**src/hw/rtl/ddps_pkg.sv**
```systemverilog
// types and constants of the digit-driven shuffle core
package ddps_pkg;

  // width of the digit group value, the bound and the group range
  localparam int ACC_W = 10;

  // command codes
  localparam logic CMD_DIGIT = 1'b0;
  localparam logic CMD_READ  = 1'b1;

  // result event codes
  localparam logic [1:0] EV_PARTIAL = 2'd0;
  localparam logic [1:0] EV_SWAP    = 2'd1;
  localparam logic [1:0] EV_REJECT  = 2'd2;
  localparam logic [1:0] EV_NONE    = 2'd3;

  // largest decimal digit
  localparam logic [3:0] DIGIT_MAX = 4'd9;

  // bound thresholds for the group length
  localparam logic [ACC_W-1:0] BOUND_ONE = 10'd10;
  localparam logic [ACC_W-1:0] BOUND_TWO = 10'd100;

  // group ranges for one, two and three digits
  localparam logic [ACC_W-1:0] RANGE_ONE   = 10'd10;
  localparam logic [ACC_W-1:0] RANGE_TWO   = 10'd100;
  localparam logic [ACC_W-1:0] RANGE_THREE = 10'd1000;

  // group lengths
  localparam logic [1:0] LEN_ONE   = 2'd1;
  localparam logic [1:0] LEN_TWO   = 2'd2;
  localparam logic [1:0] LEN_THREE = 2'd3;

  typedef struct packed {
    logic       cmd;
    logic [3:0] digit;
    logic [7:0] read_index;
  } in_item_t;

  typedef struct packed {
    logic [7:0] entry_value;
    logic [1:0] event_res;
    logic       finished;
  } out_item_t;

  // divider results toward the control
  typedef struct packed {
    logic             done;
    logic [ACC_W-1:0] quo_a;
    logic [ACC_W-1:0] rem_a;
    logic [ACC_W-1:0] quo_b;
  } div_res_t;

endpackage

```
**src/hw/rtl/ddps_div.sv**
```systemverilog
// two-lane restoring divider sharing one divisor, one quotient bit per cycle
module ddps_div (
  input  logic                    clk,
  input  logic                    rst_n,
  input  logic                    start,
  input  logic [ddps_pkg::ACC_W-1:0] divisor,
  input  logic [ddps_pkg::ACC_W-1:0] dividend_a,
  input  logic [ddps_pkg::ACC_W-1:0] dividend_b,
  output ddps_pkg::div_res_t      res
);
  import ddps_pkg::*;

  localparam int CNT_W = $clog2(ACC_W);
  localparam logic [CNT_W-1:0] CNT_LAST = CNT_W'(ACC_W - 1);

  logic             busy_r, busy_nxt;
  logic             done_r, done_nxt;
  logic [CNT_W-1:0] cnt_r, cnt_nxt;
  logic [ACC_W-1:0] dvs_r, dvs_nxt;
  logic [ACC_W-1:0] qa_r, qa_nxt, ra_r, ra_nxt;
  logic [ACC_W-1:0] qb_r, qb_nxt, rb_r, rb_nxt;
  logic [2*ACC_W-1:0] step_a, step_b;

  // one restoring step: returns {remainder, quotient}
  function automatic logic [2*ACC_W-1:0] div_step(input logic [ACC_W-1:0] rem,
                                                  input logic [ACC_W-1:0] quo,
                                                  input logic [ACC_W-1:0] dvs);
    logic [ACC_W:0] r_sh;
    logic [ACC_W:0] r_sub;
    r_sh  = {rem, quo[ACC_W-1]};
    r_sub = r_sh - {1'b0, dvs};
    if (r_sh >= {1'b0, dvs}) begin
      div_step = {r_sub[ACC_W-1:0], quo[ACC_W-2:0], 1'b1};
    end else begin
      div_step = {r_sh[ACC_W-1:0], quo[ACC_W-2:0], 1'b0};
    end
  endfunction

  assign step_a = div_step(ra_r, qa_r, dvs_r);
  assign step_b = div_step(rb_r, qb_r, dvs_r);

  // iteration control
  always_comb begin
    busy_nxt = busy_r;
    done_nxt = 1'b0;
    cnt_nxt  = cnt_r;
    dvs_nxt  = dvs_r;
    qa_nxt   = qa_r;
    ra_nxt   = ra_r;
    qb_nxt   = qb_r;
    rb_nxt   = rb_r;
    if (start) begin
      busy_nxt = 1'b1;
      cnt_nxt  = '0;
      dvs_nxt  = divisor;
      qa_nxt   = dividend_a;
      ra_nxt   = '0;
      qb_nxt   = dividend_b;
      rb_nxt   = '0;
    end else if (busy_r) begin
      {ra_nxt, qa_nxt} = step_a;
      {rb_nxt, qb_nxt} = step_b;
      cnt_nxt = cnt_r + CNT_W'(1);
      if (cnt_r == CNT_LAST) begin
        busy_nxt = 1'b0;
        done_nxt = 1'b1;
      end
    end
  end

  // control registers
  always_ff @(posedge clk) begin
    if (!rst_n) begin
      busy_r <= 1'b0;
      done_r <= 1'b0;
    end else begin
      busy_r <= busy_nxt;
      done_r <= done_nxt;
    end
  end

  // datapath registers
  always_ff @(posedge clk) begin
    cnt_r <= cnt_nxt;
    dvs_r <= dvs_nxt;
    qa_r  <= qa_nxt;
    ra_r  <= ra_nxt;
    qb_r  <= qb_nxt;
    rb_r  <= rb_nxt;
  end

  assign res.done  = done_r;
  assign res.quo_a = qa_r;
  assign res.rem_a = ra_r;
  assign res.quo_b = qb_r;

endmodule

```
**src/hw/rtl/ddps_table.sv**
```systemverilog
// permutation table memory, one write port and one registered read port
module ddps_table #(
  parameter int DEPTH = 256,
  parameter int AW    = 8,
  parameter int EW    = 8
) (
  input  logic          clk,
  input  logic          wr_en,
  input  logic [AW-1:0] wr_addr,
  input  logic [EW-1:0] wr_data,
  input  logic          rd_en,
  input  logic [AW-1:0] rd_addr,
  output logic [EW-1:0] rd_data
);

  logic [EW-1:0] mem_r [DEPTH];
  logic [EW-1:0] rd_data_r;

  // write port
  always_ff @(posedge clk) begin
    if (wr_en) begin
      mem_r[wr_addr] <= wr_data;
    end
  end

  // read port, data holds until the next read
  always_ff @(posedge clk) begin
    if (rd_en) begin
      rd_data_r <= mem_r[rd_addr];
    end
  end

  assign rd_data = rd_data_r;

endmodule

```
**src/hw/rtl/digit_driven_permutation_shuffle_core.sv**
```systemverilog
// Digit-driven Fisher-Yates shuffle core: the permutation table lives in one
// synchronous memory (one write, one read port) and is filled with the
// identity by a clearing pass over every entry after reset, during which
// in_stall stays high. One item is worked at a time. A read, an ignored
// digit and a digit that leaves a group partial go straight to the output
// stage. A full group runs through the restoring divider, which gives the
// remainder mod n and the acceptance test together; a rejected group ends
// there, while for an accepted group the swap takes two reads and two writes
// on the single memory port pair. A finished item may wait in the output
// register while the next item is taken.
module digit_driven_permutation_shuffle_core #(
  parameter int TABLE_SIZE = 256
) (
  input  logic                clk,
  input  logic                rst_n,
  input  logic                in_valid,
  output logic                in_stall,
  input  ddps_pkg::in_item_t  in_item,
  output logic                out_valid,
  input  logic                out_stall,
  output ddps_pkg::out_item_t out_item
);
  import ddps_pkg::*;

  localparam int AW = $clog2(TABLE_SIZE);
  localparam int EW = AW;
  localparam int PW = $clog2(TABLE_SIZE + 1);
  localparam logic [PW-1:0] POS_END  = PW'(TABLE_SIZE);
  localparam logic [AW-1:0] CLR_LAST = AW'(TABLE_SIZE - 1);

  localparam logic [2:0] ST_CLR  = 3'd0;
  localparam logic [2:0] ST_IDLE = 3'd1;
  localparam logic [2:0] ST_DIV  = 3'd2;
  localparam logic [2:0] ST_RDP  = 3'd3;
  localparam logic [2:0] ST_WRJ  = 3'd4;
  localparam logic [2:0] ST_WRP  = 3'd5;
  localparam logic [2:0] ST_DONE = 3'd6;

  logic [2:0]       state_r, state_nxt;
  logic [AW-1:0]    clr_r, clr_nxt;
  logic [PW-1:0]    pos_r, pos_nxt;
  logic [ACC_W-1:0] acc_r, acc_nxt;
  logic [1:0]       taken_r, taken_nxt;
  logic [AW-1:0]    j_r, j_nxt;
  logic [EW-1:0]    tmp_r, tmp_nxt;
  logic [1:0]       ev_r, ev_nxt;
  logic             sel_mem_r, sel_mem_nxt;
  logic             out_valid_r, out_valid_nxt;
  out_item_t        out_item_r, out_item_nxt;

  logic             rd_en, wr_en;
  logic [AW-1:0]    rd_addr, wr_addr;
  logic [EW-1:0]    wr_data, rd_data;
  logic             div_start;
  div_res_t         div_res;
  logic [AW-1:0]    div_j;

  logic [ACC_W-1:0] bound_n;
  logic [1:0]       grp_len;
  logic [ACC_W-1:0] grp_range;
  logic [ACC_W-1:0] acc_new;
  logic [1:0]       taken_new;
  logic             rd_ok;
  logic             out_load;

  // group shape from the bound n = position + 1
  always_comb begin
    bound_n = ACC_W'(pos_r) + ACC_W'(1);
    if (bound_n > BOUND_TWO) begin
      grp_len   = LEN_THREE;
      grp_range = RANGE_THREE;
    end else if (bound_n > BOUND_ONE) begin
      grp_len   = LEN_TWO;
      grp_range = RANGE_TWO;
    end else begin
      grp_len   = LEN_ONE;
      grp_range = RANGE_ONE;
    end
  end

  // accumulator times ten plus the new digit
  assign acc_new   = ACC_W'({acc_r, 3'b000}) + ACC_W'({acc_r, 1'b0}) + ACC_W'(in_item.digit);
  assign taken_new = taken_r + 2'd1;
  assign rd_ok     = int'(in_item.read_index) < TABLE_SIZE;
  assign div_j     = AW'(div_res.rem_a);

  ddps_div u_div (
    .clk        (clk),
    .rst_n      (rst_n),
    .start      (div_start),
    .divisor    (bound_n),
    .dividend_a (acc_new),
    .dividend_b (grp_range),
    .res        (div_res)
  );

  ddps_table #(
    .DEPTH (TABLE_SIZE),
    .AW    (AW),
    .EW    (EW)
  ) u_table (
    .clk     (clk),
    .wr_en   (wr_en),
    .wr_addr (wr_addr),
    .wr_data (wr_data),
    .rd_en   (rd_en),
    .rd_addr (rd_addr),
    .rd_data (rd_data)
  );

  // sequencer: clear, take item, divide, swap, deliver
  always_comb begin
    state_nxt   = state_r;
    clr_nxt     = clr_r;
    pos_nxt     = pos_r;
    acc_nxt     = acc_r;
    taken_nxt   = taken_r;
    j_nxt       = j_r;
    tmp_nxt     = tmp_r;
    ev_nxt      = ev_r;
    sel_mem_nxt = sel_mem_r;
    rd_en       = 1'b0;
    rd_addr     = j_r;
    wr_en       = 1'b0;
    wr_addr     = j_r;
    wr_data     = tmp_r;
    div_start   = 1'b0;
    out_load    = 1'b0;
    case (state_r)
      ST_CLR: begin
        wr_en   = 1'b1;
        wr_addr = clr_r;
        wr_data = EW'(clr_r);
        clr_nxt = clr_r + AW'(1);
        if (clr_r == CLR_LAST) begin
          state_nxt = ST_IDLE;
        end
      end
      ST_IDLE: begin
        if (in_valid) begin
          ev_nxt      = EV_NONE;
          sel_mem_nxt = 1'b0;
          state_nxt   = ST_DONE;
          if (in_item.cmd == CMD_READ) begin
            if (rd_ok) begin
              rd_en       = 1'b1;
              rd_addr     = AW'(in_item.read_index);
              sel_mem_nxt = 1'b1;
            end
          end else if (pos_r < POS_END && in_item.digit <= DIGIT_MAX) begin
            if (taken_new < grp_len) begin
              acc_nxt   = acc_new;
              taken_nxt = taken_new;
              ev_nxt    = EV_PARTIAL;
            end else begin
              acc_nxt   = '0;
              taken_nxt = '0;
              div_start = 1'b1;
              state_nxt = ST_DIV;
            end
          end
        end
      end
      ST_DIV: begin
        if (div_res.done) begin
          if (div_res.quo_a < div_res.quo_b) begin
            j_nxt     = div_j;
            rd_en     = 1'b1;
            rd_addr   = div_j;
            state_nxt = ST_RDP;
          end else begin
            ev_nxt    = EV_REJECT;
            state_nxt = ST_DONE;
          end
        end
      end
      ST_RDP: begin
        tmp_nxt   = rd_data;
        rd_en     = 1'b1;
        rd_addr   = AW'(pos_r);
        state_nxt = ST_WRJ;
      end
      ST_WRJ: begin
        wr_en     = 1'b1;
        wr_addr   = j_r;
        wr_data   = rd_data;
        state_nxt = ST_WRP;
      end
      ST_WRP: begin
        wr_en     = 1'b1;
        wr_addr   = AW'(pos_r);
        wr_data   = tmp_r;
        pos_nxt   = pos_r + PW'(1);
        ev_nxt    = EV_SWAP;
        state_nxt = ST_DONE;
      end
      ST_DONE: begin
        if (!out_valid_r || !out_stall) begin
          out_load  = 1'b1;
          state_nxt = ST_IDLE;
        end
      end
      default: begin
        state_nxt = ST_IDLE;
      end
    endcase
  end

  // output register
  always_comb begin
    out_valid_nxt = out_valid_r && out_stall;
    out_item_nxt  = out_item_r;
    if (out_load) begin
      out_valid_nxt            = 1'b1;
      out_item_nxt.entry_value = sel_mem_r ? 8'(rd_data) : 8'd0;
      out_item_nxt.event_res   = ev_r;
      out_item_nxt.finished    = pos_r >= POS_END;
    end
  end

  // control registers
  always_ff @(posedge clk) begin
    if (!rst_n) begin
      state_r     <= ST_CLR;
      clr_r       <= '0;
      pos_r       <= PW'(1);
      acc_r       <= '0;
      taken_r     <= '0;
      out_valid_r <= 1'b0;
    end else begin
      state_r     <= state_nxt;
      clr_r       <= clr_nxt;
      pos_r       <= pos_nxt;
      acc_r       <= acc_nxt;
      taken_r     <= taken_nxt;
      out_valid_r <= out_valid_nxt;
    end
  end

  // payload registers
  always_ff @(posedge clk) begin
    j_r        <= j_nxt;
    tmp_r      <= tmp_nxt;
    ev_r       <= ev_nxt;
    sel_mem_r  <= sel_mem_nxt;
    out_item_r <= out_item_nxt;
  end

  assign in_stall  = state_r != ST_IDLE;
  assign out_valid = out_valid_r;
  assign out_item  = out_item_r;

endmodule

```
**config.mk**
```make
export PLATFORM = sky130hd
export DESIGN_NAME = digit_driven_permutation_shuffle_core
export DESIGN_NICKNAME = d
export VERILOG_FILES = /design/src/hw/rtl/ddps_pkg.sv /design/src/hw/rtl/ddps_div.sv /design/src/hw/rtl/ddps_table.sv /design/src/hw/rtl/digit_driven_permutation_shuffle_core.sv
export SDC_FILE = /design/constraint.sdc
export NUM_CORES = 2
export LEC_CHECK = 0
export ABC_CLOCK_PERIOD_IN_PS = 12340
export BUFFER_PORTS_ARGS = -buffer_cell sky130_fd_sc_hd__buf_2
export CAP_MARGIN = 20
export CORE_MARGIN = 4
export CORE_UTILIZATION = 45
export DETAILED_ROUTE_END_ITERATION = 16
export PLACE_DENSITY = 0.58
export SYNTH_ARGS = -nofsm -noshare
export SYNTH_HDL_FRONTEND = slang
export SYNTH_SLANG_ARGS = --single-unit
```
**constraint.sdc**
```tcl
create_clock -name clk -period 12.34 [get_ports clk]
set_clock_uncertainty 0.15 [all_clocks]
set_input_delay 0.617 -clock clk [delete_from_list [all_inputs] [get_ports clk]]
set_output_delay 0.617 -clock clk [all_outputs]
set_load 0.02 [all_outputs]
```
==> run metrics <==
Arr. time, crit path 7370 ps; crit path time final 6950 ps; leakage 0.0325 uW; Synth async-reset ratio 0%; worst vdd ir 0.234 mV; Final GP Congestion just under 0.9; Area contributors post-synth edfxtp_1 (72%), nand2_1 (5.7%), mux4_2 (3.4%); synth warn 0; number of global-route vias before repair 51600; fin. max-slew vios 0; largest net degree at the start of global routing roughly 190; biggest area consumer among synthesized cells edfxtp_1; power density cells ~190 nW/um^2; Filler cells approximately 16000; antenna-violating nets left 0; post-CTS setup buffer count 0; Max Freq approximately 140 MHz; non-filler instance count after layout between 8000 and 9000; Setup TNS 0 ps; most frequent cell after synthesis edfxtp_1; Max FO, Critical Path 47; vias around 54000; ys flop type edfxtp_1; H-tree levels 4; Rel. slew slack 16.7%; CTS tree built; first-pass GRT wire length about 370 mm; Residual DRC 0; Post-synth top cells edfxtp_1 (2116), nand2_1 (1340), nand3_1 (441); Longest Clk Path Bufs 3; Die Y approximately 450 um; die width 450 um; drt initial violations between 6000 and 7000; critical path capture point type flip-flop; period utilization 56.4%; All-Layer GR Usage around a quarter; DP Cell Count 8546; crit path kind reg -> reg; Slew @ Worst Pin 1240 ps; final setup fails 0; Placed Area a little over 90000 um^2; Critical Path Start Type flip-flop; Syn Std Cell Area 88000 um^2; clk slew on worst S/H paths roughly 60 ps; Initial Utilization between 40 and 50%; synthesized flop and latch total 2174; number of flops mapped to enable cells by yosys 2116; Seq/Total Area, Yosys 73.5%; core box area 195000 um^2; final instance area 97600 um^2; syn nets 6221; status finished clean; worst skew pair latency around 850 ps; io pins 30; CP peak stage delay ~700 ps; critical path's top delay family compound AO/OA/AOI/OAI gates; Area Overhead vs Synth 10.9%; total CTS buffers 218; Hold Path Class in -> reg; DP HPWL 152 mm; routed vias/inst roughly 6; total wire length 256 mm; port bufs 29; Crit-path slowest cell buf_4; WP buf/inv 3; Synth top area share 72.2%; clock sink count 2174; global route overflow 0; DR WL/cell 28.6 um; FP Rows 162; share of cells above drive strength 1 9.91%; unrepaired setup endpoints after global routing no; synthesized area per cell 14.3 um^2; total iterations of the first detailed-routing run 5; Max Cap Viol 0; Nets 6226; cell mode on critical path buf_4; synth unique cells 78; area of the die 203000 um^2; Post-Syn Instances 6150; CP cell instances ha_1, a21oi_1, o21ai_0, and2b_1, o21ai_4, o211a_4, buf_4, buf_4, buf_4, mux4_2, and2_1, a311oi_1, nand4_1, o211ai_1, nand4_1; CTS root buf clkbuf_16; Fin. Hold Viols 0; initial antenna violation count 9; Critical Path RT 12750 ps
[cell families (layout without fill, tap and decap cells)]
| group | count (synthesis) | count (layout) | share of synthesized area, % |
|---|---|---|---|
| buf+inv | 437 | 624 | 2.39 |
| xor+xnor | 38 | 38 | 0.378 |
| simple gates | 2456 | 2456 | 12.0 |
| flops | 2174 | 2174 | 73.5 |
| compound gates | 710 | 710 | 5.85 |
| fa+ha+maj | 54 | 54 | 0.802 |
| other cells | 0 | 3 | 0 |
| mux | 281 | 281 | 5.07 |
[through the flow]
step / total power [uW] / hold slack [ps] / worst slack [ps] / utilization, %
after detailed placement: 12300 / 265 / 5540 / 46.7
after global routing: 19000 / 90.7 / 5170 / 50.1
after floorplan: 11100 / 250 / 3260 / -
final: 18400 / 104 / 5390 / 50.1
after global placement: 12300 / 258 / 5560 / 46.6
after CTS: 18500 / 42.5 / 5540 / 50.1
[worst paths after layout]
check | start | to | slack (ps) | cells after the start
max | u_div.qa_r[5] | u_table.rd_data[1] | 5390 | 15
min | in_item[9] | u_div.qa_r[1] | 100 | 4
max reg2reg | u_div.qa_r[5] | u_table.rd_data[1] | 5390 | 15
min reg2reg | ev_r[1] | out_item[2] | 280 | 0
[registers in the layout, summed over array words and instances (netlist names), 2 cells and up]
| register | flops |
|---|---|
| u_div.dvs_r | 10 |
| u_table.mem_r | 2048 |
| u_div.rb_r | 10 |
| j_r | 8 |
| taken_r | 2 |
| clr_r | 8 |
| pos_r | 9 |
| state_r | 3 |
| ev_r | 2 |
| u_div.cnt_r | 4 |
| u_div.qb_r | 10 |
| tmp_r | 8 |
| u_div.qa_r | 10 |
| u_div.ra_r | 10 |
| u_table.rd_data | 8 |
| out_item | 11 |
| acc_r | 9 |
[area by class of cell]
class                           instances  area [um^2]  share of cell area (%)
Antenna cell                            3         7.51                 0.00769
Clock buffer                          286         5760                    5.90
Clock inverter                        116          855                   0.875
Inverter                               52          195                   0.200
Multi-Input combinational cell       3539        21400                    22.0
Sequential cell                      2174        64700                    66.3
Tap cell                             2624         3280                    3.36
Timing Repair Buffer                  170         1400                    1.44
[what timing repair did]
item / CTS / global route
hold buffers: 4 / 0
resized for setup: 0 / 0
hold endpoints to repair: 6 / 0
[metal layers]
layer	vias up	part of all wire [%]	global-route usage (%)
met4	0	3.7	8.83
met2	2587	46	38.4
li1	23400	-	-
met3	452	9.1	5.00
met1	27500	41	34.9
met5	-	0	0
[where the power goes]
| part | switching [uW] | internal (uW) |
|---|---|---|
| logic | 2570 | 929 |
| clock network | 2810 | 3450 |
| registers | 81.0 | 8600 |
[layout by cell type, fill, tap and decap left out, types with 51 or more instances in the layout]
cell / netlist / routed
edfxtp_1: 2116 / 2116
nand2_1: 1340 / 1340
nand3_1: 441 / 439
nor2_1: 370 / 360
clkbuf_16: 0 / 220
mux2i_1: 141 / 141
a31oi_1: 136 / 135
mux4_2: 131 / 131
buf_4: 51 / 116
nand4_1: 102 / 102
and3_1: 100 / 100
a21oi_1: 84 / 83
a311oi_1: 72 / 72
o21ai_0: 77 / 69
clkbuf_1: 161 / 65
a32oi_1: 61 / 61
clkinv_1: 0 / 61
a211oi_1: 59 / 59
dfxtp_1: 58 / 58
inv_1: 52 / 52
a22oi_1: 51 / 51
[tightest hold or removal path, cell delays in order]
cell     delay (ps)
buf_2           100
ha_1            160
nand2_1          60
nand2_1          50
Note: power is estimated with default switching activity, not from simulation.
